### src/hdl/sfp_pkg.sv
// shared types and constants for the sensor frame parser
package sfp_pkg;

    localparam int unsigned BYTE_W      = 8;
    localparam int unsigned WORD_W      = 16;
    localparam int unsigned FRAME_LEN   = 10;
    localparam int unsigned IDX_W       = 4;
    localparam int unsigned STORE_DEPTH = 7;
    localparam int unsigned STORE_AW    = 3;
    localparam int unsigned WAIT_W      = 9;
    localparam int unsigned CFG_IDX_W   = 1;

    localparam logic [BYTE_W-1:0] HDR_BYTE  = 8'hAA;
    localparam logic [BYTE_W-1:0] TAIL_BYTE = 8'hAB;

    localparam logic [CFG_IDX_W-1:0] CFG_TRY_LIMIT = 1'd0;
    localparam logic [CFG_IDX_W-1:0] CFG_TIMEOUT   = 1'd1;

    localparam logic [BYTE_W-1:0] TRY_LIMIT_RST = 8'd10;
    localparam logic [BYTE_W-1:0] TIMEOUT_RST   = 8'd5;

    typedef enum logic [1:0] {
        ACT_START = 2'd0,
        ACT_BYTE  = 2'd1,
        ACT_TICK  = 2'd2
    } t_action;

    typedef enum logic [1:0] {
        ST_OK        = 2'd0,
        ST_CHECKSUM  = 2'd1,
        ST_NO_HEADER = 2'd2,
        ST_TIMEOUT   = 2'd3
    } t_status;

    typedef enum logic [1:0] {
        PH_IDLE    = 2'd0,
        PH_HUNT    = 2'd1,
        PH_COLLECT = 2'd2
    } t_phase;

    typedef struct packed {
        logic [BYTE_W-1:0] try_limit;
        logic [BYTE_W-1:0] timeout_seconds;
    } t_cfg;

    typedef struct packed {
        logic              valid;
        logic [1:0]        action;
        logic [BYTE_W-1:0] rx_byte;
    } t_stage;

endpackage

### src/hdl/sfp_intf.sv
// channel interfaces: input items, results and configuration writes
interface sfp_in_if;
    logic                       valid;
    logic                       ready;
    logic [1:0]                 action;
    logic [sfp_pkg::BYTE_W-1:0] rx_byte;

    modport source (output valid, action, rx_byte, input ready);
    modport sink (input valid, action, rx_byte, output ready);
endinterface

interface sfp_out_if;
    logic                       valid;
    logic                       ready;
    logic [1:0]                 status;
    logic [sfp_pkg::WORD_W-1:0] pm25_tenths;
    logic [sfp_pkg::WORD_W-1:0] pm10_tenths;
    logic [sfp_pkg::WORD_W-1:0] sensor_id;

    modport source (output valid, status, pm25_tenths, pm10_tenths, sensor_id, input ready);
    modport sink (input valid, status, pm25_tenths, pm10_tenths, sensor_id, output ready);
endinterface

interface sfp_cfg_if;
    logic                          valid;
    logic                          ready;
    logic [sfp_pkg::CFG_IDX_W-1:0] index;
    logic [sfp_pkg::BYTE_W-1:0]    data;

    modport source (output valid, index, data, input ready);
    modport sink (input valid, index, data, output ready);
endinterface

### src/hdl/sfp_cfg_regs.sv
// configuration registers: try limit and header timeout
module sfp_cfg_regs (
    input  logic          i_clk,
    input  logic          i_rst_n,
    sfp_cfg_if.sink       i_cfg,
    output sfp_pkg::t_cfg o_cfg
);
    import sfp_pkg::*;

    logic [BYTE_W-1:0] r_try_limit;
    logic [BYTE_W-1:0] r_timeout;

    assign i_cfg.ready = 1'b1;

    always_ff @(posedge i_clk) begin
        if (!i_rst_n) begin
            r_try_limit <= TRY_LIMIT_RST;
            r_timeout   <= TIMEOUT_RST;
        end else if (i_cfg.valid) begin
            if (i_cfg.index == CFG_TRY_LIMIT) begin
                r_try_limit <= i_cfg.data;
            end
            if (i_cfg.index == CFG_TIMEOUT) begin
                r_timeout <= i_cfg.data;
            end
        end
    end

    assign o_cfg.try_limit       = r_try_limit;
    assign o_cfg.timeout_seconds = r_timeout;

endmodule

### src/hdl/sfp_in_stage.sv
// input register stage in front of the frame logic
module sfp_in_stage (
    input  logic            i_clk,
    input  logic            i_rst_n,
    sfp_in_if.sink          i_in,
    input  logic            i_stage_ready,
    output sfp_pkg::t_stage o_stage
);
    import sfp_pkg::*;

    logic              r_valid;
    logic [1:0]        r_action;
    logic [BYTE_W-1:0] r_rx_byte;
    logic              in_ready;

    assign in_ready   = !r_valid || i_stage_ready;
    assign i_in.ready = in_ready;

    always_ff @(posedge i_clk) begin
        if (!i_rst_n) begin
            r_valid <= 1'b0;
        end else if (in_ready) begin
            r_valid <= i_in.valid;
        end
    end

    always_ff @(posedge i_clk) begin
        if (in_ready && i_in.valid) begin
            r_action  <= i_in.action;
            r_rx_byte <= i_in.rx_byte;
        end
    end

    assign o_stage.valid   = r_valid;
    assign o_stage.action  = r_action;
    assign o_stage.rx_byte = r_rx_byte;

endmodule

### src/hdl/sfp_core.sv
// frame hunt and collect state machine, frame store and result register
module sfp_core (
    input  logic            i_clk,
    input  logic            i_rst_n,
    input  sfp_pkg::t_cfg   i_cfg,
    input  sfp_pkg::t_stage i_stage,
    output logic            o_stage_ready,
    sfp_out_if.source       o_res
);
    import sfp_pkg::*;

    t_phase            r_phase, n_phase;
    logic [IDX_W-1:0]  r_byte_idx, n_byte_idx;
    logic [BYTE_W-1:0] r_fails, n_fails;
    logic [WAIT_W-1:0] r_wait, n_wait;
    logic [BYTE_W-1:0] r_store [STORE_DEPTH];

    logic              r_out_valid;
    t_status           r_status;
    logic [WORD_W-1:0] r_pm25;
    logic [WORD_W-1:0] r_pm10;
    logic [WORD_W-1:0] r_id;

    logic                take;
    logic                res_load;
    t_status             res_status;
    logic                res_data;
    logic                store_we;
    logic [STORE_AW-1:0] store_addr;
    logic [BYTE_W-1:0]   fail_limit;
    logic [BYTE_W-1:0]   fails_inc;
    logic                fail_end;
    logic [WAIT_W-1:0]   wait_inc;
    logic [BYTE_W-1:0]   sum;

    assign o_stage_ready = !r_out_valid || o_res.ready;
    assign take          = i_stage.valid && o_stage_ready;

    // a failed attempt ends the read once the count reaches try_limit - 1 (at least one)
    assign fail_limit = (i_cfg.try_limit < 8'd2) ? 8'd1 : i_cfg.try_limit - 8'd1;
    assign fails_inc  = (r_fails == '1) ? r_fails : r_fails + 8'd1;
    assign fail_end   = fails_inc >= fail_limit;
    assign wait_inc   = (r_wait == '1) ? r_wait : r_wait + 9'd1;

    always_comb begin
        sum = '0;
        for (int i = 0; i < STORE_DEPTH - 1; i++) begin
            sum = sum + r_store[i];
        end
    end

    always_comb begin
        n_phase    = r_phase;
        n_byte_idx = r_byte_idx;
        n_fails    = r_fails;
        n_wait     = r_wait;
        res_load   = 1'b0;
        res_status = ST_OK;
        res_data   = 1'b0;
        store_we   = 1'b0;
        store_addr = STORE_AW'(r_byte_idx - 4'd2);
        if (take) begin
            case (i_stage.action)
                ACT_START: begin
                    n_phase    = PH_HUNT;
                    n_byte_idx = '0;
                    n_fails    = '0;
                    n_wait     = '0;
                end
                ACT_TICK: begin
                    if (r_phase == PH_HUNT) begin
                        n_wait = wait_inc;
                        if (wait_inc > WAIT_W'(i_cfg.timeout_seconds)) begin
                            n_phase    = PH_IDLE;
                            n_wait     = '0;
                            res_load   = 1'b1;
                            res_status = ST_TIMEOUT;
                        end
                    end
                end
                ACT_BYTE: begin
                    case (r_phase)
                        PH_HUNT: begin
                            if (i_stage.rx_byte == HDR_BYTE) begin
                                n_phase    = PH_COLLECT;
                                n_byte_idx = 4'd1;
                                n_wait     = '0;
                            end else begin
                                n_fails    = fails_inc;
                                n_wait     = '0;
                                n_byte_idx = '0;
                                n_phase    = fail_end ? PH_IDLE : PH_HUNT;
                                res_load   = fail_end;
                                res_status = ST_NO_HEADER;
                            end
                        end
                        PH_COLLECT: begin
                            // bytes 2..8 land in the store, byte 9 is the tail
                            store_we = (r_byte_idx >= 4'd2) && (r_byte_idx <= 4'd8);
                            if (r_byte_idx < IDX_W'(FRAME_LEN - 1)) begin
                                n_byte_idx = r_byte_idx + 4'd1;
                            end else if (i_stage.rx_byte == TAIL_BYTE) begin
                                n_phase    = PH_IDLE;
                                n_byte_idx = '0;
                                n_wait     = '0;
                                res_load   = 1'b1;
                                res_data   = 1'b1;
                                res_status = (sum == r_store[STORE_DEPTH-1]) ?
                                             ST_OK : ST_CHECKSUM;
                            end else begin
                                n_fails    = fails_inc;
                                n_wait     = '0;
                                n_byte_idx = '0;
                                n_phase    = fail_end ? PH_IDLE : PH_HUNT;
                                res_load   = fail_end;
                                res_status = ST_NO_HEADER;
                            end
                        end
                        default: ;
                    endcase
                end
                default: ;
            endcase
        end
    end

    always_ff @(posedge i_clk) begin
        if (!i_rst_n) begin
            r_phase    <= PH_IDLE;
            r_byte_idx <= '0;
            r_fails    <= '0;
            r_wait     <= '0;
        end else begin
            r_phase    <= n_phase;
            r_byte_idx <= n_byte_idx;
            r_fails    <= n_fails;
            r_wait     <= n_wait;
        end
    end

    always_ff @(posedge i_clk) begin
        if (store_we) begin
            r_store[store_addr] <= i_stage.rx_byte;
        end
    end

    always_ff @(posedge i_clk) begin
        if (!i_rst_n) begin
            r_out_valid <= 1'b0;
        end else if (take) begin
            r_out_valid <= res_load;
        end else if (o_res.ready) begin
            r_out_valid <= 1'b0;
        end
    end

    always_ff @(posedge i_clk) begin
        if (take && res_load) begin
            r_status <= res_status;
            r_pm25   <= res_data ? {r_store[1], r_store[0]} : '0;
            r_pm10   <= res_data ? {r_store[3], r_store[2]} : '0;
            r_id     <= res_data ? {r_store[5], r_store[4]} : '0;
        end
    end

    assign o_res.valid       = r_out_valid;
    assign o_res.status      = r_status;
    assign o_res.pm25_tenths = r_pm25;
    assign o_res.pm10_tenths = r_pm10;
    assign o_res.sensor_id   = r_id;

    a_idx_range: assert property (@(posedge i_clk) disable iff (!i_rst_n)
        r_byte_idx <= IDX_W'(FRAME_LEN - 1))
        else $error("byte index past the frame tail");

    a_idx_outside_collect: assert property (@(posedge i_clk) disable iff (!i_rst_n)
        r_phase != PH_COLLECT |-> r_byte_idx == '0)
        else $error("byte index left nonzero outside frame collection");

    a_wait_only_hunting: assert property (@(posedge i_clk) disable iff (!i_rst_n)
        r_phase != PH_HUNT |-> r_wait == '0)
        else $error("tick count nonzero while not hunting");

    a_error_zero_payload: assert property (@(posedge i_clk) disable iff (!i_rst_n)
        r_out_valid && (r_status == ST_NO_HEADER || r_status == ST_TIMEOUT)
        |-> r_pm25 == '0 && r_pm10 == '0 && r_id == '0)
        else $error("error result carries nonzero payload");

    a_result_from_item: assert property (@(posedge i_clk) disable iff (!i_rst_n)
        $rose(r_out_valid) |-> $past(i_stage.valid))
        else $error("result appeared without a staged transaction");

endmodule

### src/hdl/sensor_frame_parser.sv
// Serial frame parser for a particulate sensor. A start transaction arms a read; received
// bytes are hunted for the 0xAA header and a 10-byte frame is collected, then a result gives
// ok or checksum bad with raw PM2.5, PM10 (tenths) and ID, or no header / timeout with zero
// fields. One input transaction can be taken every clock cycle as long as results are taken;
// a result left waiting on o_res holds the input. The edge that accepts a transaction loads
// the input register; the result register loads from the combinational frame logic when the
// core takes that staged transaction. Configuration writes take effect at the edge that
// accepts them; the user must make them while no read is active: the block does not check.
module sensor_frame_parser (
    input  logic      i_clk,
    input  logic      i_rst_n,
    sfp_in_if.sink    i_in,
    sfp_out_if.source o_res,
    sfp_cfg_if.sink   i_cfg
);
    import sfp_pkg::*;

    t_cfg   cfg;
    t_stage stage;
    logic   stage_ready;

    sfp_cfg_regs u_cfg_regs (
        .i_clk   (i_clk),
        .i_rst_n (i_rst_n),
        .i_cfg   (i_cfg),
        .o_cfg   (cfg)
    );

    sfp_in_stage u_in_stage (
        .i_clk         (i_clk),
        .i_rst_n       (i_rst_n),
        .i_in          (i_in),
        .i_stage_ready (stage_ready),
        .o_stage       (stage)
    );

    sfp_core u_core (
        .i_clk         (i_clk),
        .i_rst_n       (i_rst_n),
        .i_cfg         (cfg),
        .i_stage       (stage),
        .o_stage_ready (stage_ready),
        .o_res         (o_res)
    );

endmodule

### src/flat_wrapper.sv
// flat-port wrapper written by rule: the top's interface ports become plain ports
module sensor_frame_parser_flat import sfp_pkg::*;
  (i_clk, i_rst_n, i_in_valid, i_in_action, i_in_rx_byte, i_in_ready, o_res_valid, o_res_status, o_res_pm25_tenths, o_res_pm10_tenths, o_res_sensor_id, o_res_ready, i_cfg_valid, i_cfg_index, i_cfg_data, i_cfg_ready);
  sfp_in_if i_in_i ();
  sfp_out_if o_res_i ();
  sfp_cfg_if i_cfg_i ();
  input  logic i_clk;
  input  logic i_rst_n;
  input wire logic [$bits(i_in_i.valid)-1:0] i_in_valid;
  input wire logic [$bits(i_in_i.action)-1:0] i_in_action;
  input wire logic [$bits(i_in_i.rx_byte)-1:0] i_in_rx_byte;
  output wire logic [$bits(i_in_i.ready)-1:0] i_in_ready;
  output wire logic [$bits(o_res_i.valid)-1:0] o_res_valid;
  output wire logic [$bits(o_res_i.status)-1:0] o_res_status;
  output wire logic [$bits(o_res_i.pm25_tenths)-1:0] o_res_pm25_tenths;
  output wire logic [$bits(o_res_i.pm10_tenths)-1:0] o_res_pm10_tenths;
  output wire logic [$bits(o_res_i.sensor_id)-1:0] o_res_sensor_id;
  input wire logic [$bits(o_res_i.ready)-1:0] o_res_ready;
  input wire logic [$bits(i_cfg_i.valid)-1:0] i_cfg_valid;
  input wire logic [$bits(i_cfg_i.index)-1:0] i_cfg_index;
  input wire logic [$bits(i_cfg_i.data)-1:0] i_cfg_data;
  output wire logic [$bits(i_cfg_i.ready)-1:0] i_cfg_ready;
  assign i_in_i.valid = i_in_valid;
  assign i_in_i.action = i_in_action;
  assign i_in_i.rx_byte = i_in_rx_byte;
  assign i_in_ready = i_in_i.ready;
  assign o_res_valid = o_res_i.valid;
  assign o_res_status = o_res_i.status;
  assign o_res_pm25_tenths = o_res_i.pm25_tenths;
  assign o_res_pm10_tenths = o_res_i.pm10_tenths;
  assign o_res_sensor_id = o_res_i.sensor_id;
  assign o_res_i.ready = o_res_ready;
  assign i_cfg_i.valid = i_cfg_valid;
  assign i_cfg_i.index = i_cfg_index;
  assign i_cfg_i.data = i_cfg_data;
  assign i_cfg_ready = i_cfg_i.ready;
  sensor_frame_parser u_core (.i_clk(i_clk), .i_rst_n(i_rst_n), .i_in(i_in_i), .o_res(o_res_i), .i_cfg(i_cfg_i));
endmodule
### config.mk
export PLATFORM = sky130hd
export DESIGN_NAME = sensor_frame_parser_flat
export DESIGN_NICKNAME = d
export VERILOG_FILES = /design/src/hdl/sfp_pkg.sv /design/src/hdl/sfp_intf.sv /design/src/hdl/sfp_cfg_regs.sv /design/src/hdl/sfp_in_stage.sv /design/src/hdl/sfp_core.sv /design/src/hdl/sensor_frame_parser.sv /design/src/flat_wrapper.sv
export SDC_FILE = /design/constraint.sdc
export NUM_CORES = 1
export LEC_CHECK = 0
export BUFFER_PORTS_ARGS = -buffer_cell sky130_fd_sc_hd__buf_2
export CORE_UTILIZATION = 50
export DETAILED_ROUTE_END_ITERATION = 10
export PLACE_DENSITY_LB_ADDON = 0.2
export SLEW_MARGIN = 20
export SYNTH_ARGS = -nofsm -noshare
export SYNTH_HDL_FRONTEND = slang
export SYNTH_HIERARCHICAL = 1
export SYNTH_SLANG_ARGS = --single-unit
### constraint.sdc
create_clock -name i_clk -period 14 [get_ports i_clk]
set_clock_uncertainty 0.2 [all_clocks]
set_input_delay 2.1 -clock i_clk [delete_from_list [all_inputs] [get_ports i_clk]]
set_output_delay 2.1 -clock i_clk [all_outputs]
set_load 0.01 [all_outputs]
=== Word level (Yosys, flattened, before mapping) ===
Memories as Yosys holds them, arrays and structs flattened.
Cells that the tools add are included.

* Register bits after elaboration: 101
* Memory bits (writable): 56
* Input bits: 24
* Output and inout bits: 53
* Word-level logic and storage cells: 118
* Memories kept: 1

* $add $sub $neg: 10
* Order comparisons: 6
* Eq/ne operators: 15
* Muxes and demuxes: 53
* Bitwise operators: 1
* Reductions and logical operators: 18

{| class="wikitable"
|+ Memory list
! name !! depth !! bits a word !! rd ports !! clocked after memory_dff !! wr ports !! line !! text
|-
| u_core.u_core.r_store || 7 || 8 || 7 || 0 || 1 || sfp_core.sv:16 || <nowiki>logic [BYTE_W-1:0] r_store [STORE_DEPTH];</nowiki>
|}

{| class="wikitable"
|+ Operators by type and width
! kind !! number
|-
| 8-bit adder || 5
|-
| 8-bit two-way mux || 5
|-
| 9-bit two-way mux || 4
|-
| 8-bit one-hot mux with 2 select lines || 2
|-
| 9-bit one-hot mux with 3 select lines || 1
|-
| 8-bit equality test, second input constant || 3
|-
| 1-bit two-way mux || 22
|-
| 2-bit two-way mux || 9
|-
| 9-bit one-hot mux with 2 select lines || 1
|-
| 4-bit one-hot mux with 2 select lines || 2
|-
| 3-bit inequality test, second input constant || 4
|-
| 2-bit one-hot mux with 2 select lines || 3
|-
| 6-bit AND reduction || 2
|-
| 9-bit by 1-bit adder with 9-bit output, second input constant || 1
|-
| 9-bit equality test, second input constant || 1
|-
| 9-bit by 8-bit greater-than comparator with 1-bit output || 1
|-
| 8-bit by 1-bit adder with 8-bit output, second input constant || 1
|-
| 8-bit equality test || 1
|-
| 8-bit >= comparator || 1
|-
| 8-bit by 2-bit < comparator with 1-bit output, second input constant || 1
|-
| 8-bit by 1-bit subtractor with 8-bit output, second input constant || 1
|-
| 2-bit one-hot mux with 3 select lines || 1
|-
| 5-bit AND reduction || 1
|-
| 4-bit by 1-bit adder with 4-bit output, second input constant || 1
|-
| 18 further kinds || 29
|}

=== Depth between registers and ports, before layout ===
An unclocked memory read counts as a cell.

* Word-level depth: 12
* Mapped depth: 15
* Mapped depth without buffers: 15

=== Cells and area by module ===
Netlist, hierarchy kept.

{| class="wikitable"
|+ Modules (own cells, without submodules)
! module !! instances !! cells each !! area an instance (sq um) !! seq. area each (sq um)
|-
| sfp_core || 1 || 566 || 6799.0 || 3663.5
|-
| sfp_cfg_regs || 1 || 68 || 634.4 || 320.3
|-
| sfp_in_stage || 1 || 16 || 365.4 || 320.3
|}

=== Worst setup path before layout ===
No wires, ideal clock.

* Path kind: input-to-reg
* Start: input o_res_ready
* End: register u_core.u_core.r_pm10[0], in the netlist u_core/u_core/o_res.pm10_tenths[0] (read register of u_core.u_core.r_store) (enable)
* Library setup time: 0.474 ns
* Arrival time: 4.920 ns
* Data required time: 13.326 ns
* Path slack: 8.406 ns
* Stages: 4
* Path buffers: 1
* Cells stage by stage: nand2b_1 -> buf_2 -> nand3_1 -> a21oi_1

* Word-level cells in the longest chain between the ends: 4

{| class="wikitable"
|+ RTL lines
! what !! line !! text
|-
| start, declared || flat_wrapper.sv:18 || <nowiki>input wire logic [$bits(o_res_i.ready)-1:0] o_res_ready;</nowiki>
|-
| 1-bit logical OR * || sfp_core.sv:36 || <nowiki>assign o_stage_ready = !r_out_valid || o_res.ready;</nowiki>
|-
| net u_core.stage_ready || sensor_frame_parser.sv:20 || <nowiki>logic stage_ready;</nowiki>
|-
| 1-bit logical AND * || sfp_core.sv:37 || <nowiki>assign take = i_stage.valid && o_stage_ready;</nowiki>
|-
| 1-bit two-way mux || sfp_core.sv:62 || <nowiki>if (take) begin</nowiki>
|-
| 1-bit logical AND * || sfp_core.sv:158 || <nowiki>if (take && res_load) begin</nowiki>
|-
| end, declared || sfp_core.sv:21 || <nowiki>logic [WORD_W-1:0] r_pm10;</nowiki>
|}

The timed path passes the listed nets; every way through them passes the cells marked *.
A chain may end at the register's enable or synchronous reset.

=== Final worst setup path ===
* Start: input o_res_ready
* End: output i_in_ready

* Word-level cells in the longest chain between the ends: 2

{| class="wikitable"
|+ RTL lines
! what !! line !! text
|-
| 1-bit logical OR || sfp_core.sv:36 ||
|-
| net u_core.stage_ready || sensor_frame_parser.sv:20 ||
|-
| 1-bit logical OR || sfp_in_stage.sv:16 || <nowiki>assign in_ready = !r_valid || i_stage_ready;</nowiki>
|-
| end, declared || flat_wrapper.sv:12 || <nowiki>output wire logic [$bits(i_in_i.ready)-1:0] i_in_ready;</nowiki>
|}

The timed path passes the listed nets, and every way through them passes these cells.

==> metrics.md <==
| Metric | Value |
|---|---|
| WHS Endpoint | u_core/u_cfg_regs/r_timeout[3] |
| P_leak | around 3.3 nW |
| Initial antenna violation count | 0 |
| RSZ-0062 raised after global routing | false |
| PwrDens | 112.0 nW/um^2 |
| # nets final | 813 |
| # clock sinks | between 150 and 200 |
| Fraction of layout cells with a size suffix above 1 | 17.68% |
| HP Start | u_core/u_cfg_regs/r_timeout[3] |
| Layout area overhead | 14.54% |
| Remaining DRCs | 0 |
| Crit-path max FO | 7 |
| CTS Buf Count | 17 |
| Period utilization | about 36% |
| WP data required | 11.70 ns |
| # port buffers | 75 |
| Area share of the largest cell type after synthesis | 44.67% |
| Initial Util | 51.30% |
| Row count | 45 |
| Crit path cell chain | buf_2 > nand2b_1 > nand2b_4 > buf_2 |
| Crit Path Category | in2out |
| Slowest stage cell, crit path | nand2b_1 |
| Fraction of registers with async set or reset after synthesis | 0% |
| Area contributors post-synth | edfxtp_1 45%, dfxtp_1 11%, fa_1 6.9%, ha_1 5.5%, and2_1 4.1% |
| Clk slew on worst S/H paths | 0.06 ns |
| Die W | 126.9 um |
| Commonest register cell after synthesis | edfxtp_1 |
| Synthesized netlist cell count | 650 |
| Initial drt markers | 224 |
| Die height | 126.9 um |
| Post-Synthesis Mean Instance Area | 12.00 um^2 |
| Setup crit end kind | output port |
| First-pass GRT wire length | 23.29 mm |
| Syn Nets | 735 |
| WL/cell | 15.67 um |
| Max stage delay on crit path | 0.24 ns |
| FF-to-FF End | u_core/u_core/o_res.sensor_id[3] |
| Top cell by count, worst path | buf_2 |
| Final min period | slightly above 5 ns |
| Hold_buf cts | 0 |
| Routability cong. | 0.8391 |
| Post-DP HPWL | 10.53 mm |
| Vias in the first global route | slightly below 5000 |
| Worst slew pin tran | roughly 1.1 ns |
| Final Max Tran Viols | 0 |
| Register area share after synthesis | 55.19% |
| Status | complete, no violations |
| Number of synthesized flops with an enable pin | between 100 and 150 |
| Final Core Density | between 50% and 60% |
| Commonest non-fill, non-tap cell in the layout | edfxtp_1 |
| Worst slew margin | 26.82% |
| I/O pins | 77 |
| Post-DR vias/cell | 5.382 |
| Commonest cells after routing, fill and taps aside | 116 x edfxtp_1, 75 x buf_2, 65 x inv_1, 62 x nand2_1, 51 x and2_1 |
| Final Hold Vio Count | 0 |
| Die ar. | 16100 um^2 |
| Synthesis-stage register bit count | 157 |
| Worst EP arrival | 2.77 ns |
| Post-synthesis cell area | 7799 um^2 |
| CTS tree | built |
| Fmax | roughly 200 MHz |
| Total power | about 1.0 mW |
| Final Setup Violations | 0 |
| Worst vdd ir | between 0.09 and 0.1 mV |
| Drt first pass iters | 4 |
| Post CTS Setup Buffer Count | 0 |
| Hold Crit Depth | 2 |
| Vias post-DR | 5000 |
| Resized cells post-CTS | 0 |
| ANT nets after route | 0 |
| Setup TNS | 0 ns |
| # Max-Cap Violations | 0 |
| Leading area contributor after synthesis | edfxtp_1 |
| ANT cells | 0 |
| Flop-to-flop setup slack | around 9.7 ns |
| Worst-Skew Late Latency | 0.42 ns |
| Worst hold-check path type | reg2reg |
| Post-layout instance area | between 8000 and 9000 um^2 |
| Root buf cell | clkbuf_16 |
| Critical Path Source Type | input port |
| Placed Area | 8348 um^2 |
| Reg-to-Reg Start | u_core/u_core/r_fails[0] |
| Detailed Route WL | 14.56 mm |
| Core area | 15200 um^2 |
| GR Util All Layers | between 10% and 20% |
| H-tree depth | 4 |
| Largest net degree at the start of global routing | 51 |
| Total grt overflow | 0 |
| Unique masters post-synth | 63 |
| Clock Tree Buf Depth | 2 |
| Yosys warning total | 6 |
| Worst R2R Path Depth | 13 |
## cell usage after synthesis (3+ instances only)
cell	number
a21o_1	6
a21oi_1	27
a31o_2	3
a31oi_1	3
and2_1	51
and3_1	4
buf_2	6
buf_4	4
clkbuf_1	10
dfxtp_1	41
edfxtp_1	116
fa_1	27
ha_1	34
inv_1	65
mux2_2	5
mux2i_1	11
nand2_1	62
nand2b_1	7
nand3_1	17
nand3b_1	3
nand4_1	9
nor2_1	16
nor2b_1	4
nor3_1	13
nor4_1	5
o211ai_1	5
o21ai_0	18
o31ai_1	3
or3_1	4
xnor2_1	24
xor2_1	8
## registers in the layout, summed over array words and instances (netlist names)
name,flops
u_core/u_core/o_res.status,2
u_core/u_core/o_res.sensor_id,16
u_core/u_cfg_regs/r_try_limit,8
u_core/u_core/r_fails,8
u_core/u_core/r_phase,2
u_core/u_core/o_res.pm25_tenths,16
u_core/u_cfg_regs/r_timeout,8
u_core/u_in_stage/r_rx_byte,8
u_core/u_core/r_wait,9
u_core/u_in_stage/r_valid,1
u_core/u_core/r_store,56
u_core/u_core/r_byte_idx,4
u_core/u_core/o_res.valid,1
u_core/u_in_stage/r_action,2
u_core/u_core/o_res.pm10_tenths,16
## per-layer routing
layer	vias up	share of wire (%)	wire length [um]	track usage, %
li1	2414	-	-	-
met1	2468	41	5975	21.07
met3	20	3.3	481	4.091
met4	0	1.6	235	7.353
met2	98	54	7865	35.13
met5	-	0	0	0
## report_power, final
group          internal (mW)  total [mW]  switching [mW]
Clock                  0.269       0.453           0.184
Combinational         0.0139      0.0357          0.0217
Sequential             0.504       0.512         0.00823
Total                  0.787        1.00           0.214
## how the worst max path moves through the flow
stage / start / endpoint / slack [ns] / cells after the start
3_5_place_dp: o_res_ready / i_in_ready / 8.92 / 4
4_1_cts: o_res_ready / i_in_ready / 8.91 / 4
5_1_grt: o_res_ready / i_in_ready / 8.89 / 4
3_3_place_gp: o_res_ready / i_in_ready / 8.92 / 4
6_report: o_res_ready / i_in_ready / 8.93 / 4
2_1_floorplan: o_res_ready / u_core/u_core/o_res.pm10_tenths[0] / 8.41 / 4
## area by class of cell
| cell class | instances | area (um^2) |
|---|---|---|
| clock buffer | 20 | 446.7 |
| clock inverter | 12 | 137.6 |
| fill | 1264 | 6270 |
| inverter | 65 | 244.0 |
| multi-input combinational | 406 | 3144 |
| sequential | 157 | 4304 |
| tap | 188 | 235.2 |
| timing repair buffer | 81 | 420.4 |
## cell families after synthesis
| family | count (synthesis) | share of synthesized area, % |
|---|---|---|
| and+or+nand+nor | 211 | 14.66 |
| DFF | 157 | 55.19 |
| buffers and inverters | 87 | 4.669 |
| AOI/OAI and AO/OA | 84 | 7.027 |
| adders and majority gates | 61 | 12.39 |
| xor gates and xnor gates | 33 | 3.883 |
| muxes | 16 | 2.134 |
| other | 1 | 0.04808 |
## through the flow
| stage | hold slack (ns) | worst slack (ns) | std cells |
|---|---|---|---|
| floorplan | 0.2284 | 8.406 | 650 |
| global placement | 0.2451 | 8.925 | 897 |
| detailed placement | 0.2472 | 8.916 | 897 |
| CTS | 0.2550 | 8.914 | 929 |
| global route | 0.2676 | 8.888 | 929 |
| finish | 0.2564 | 8.927 | 929 |
## worst max-delay path, delay by kind of cell
kind	cells	cell delay, ns
buffers and inverters	2	0.23
AND/OR/NAND/NOR	2	0.44
No activity file was read; power rests on OpenSTA's default activity.
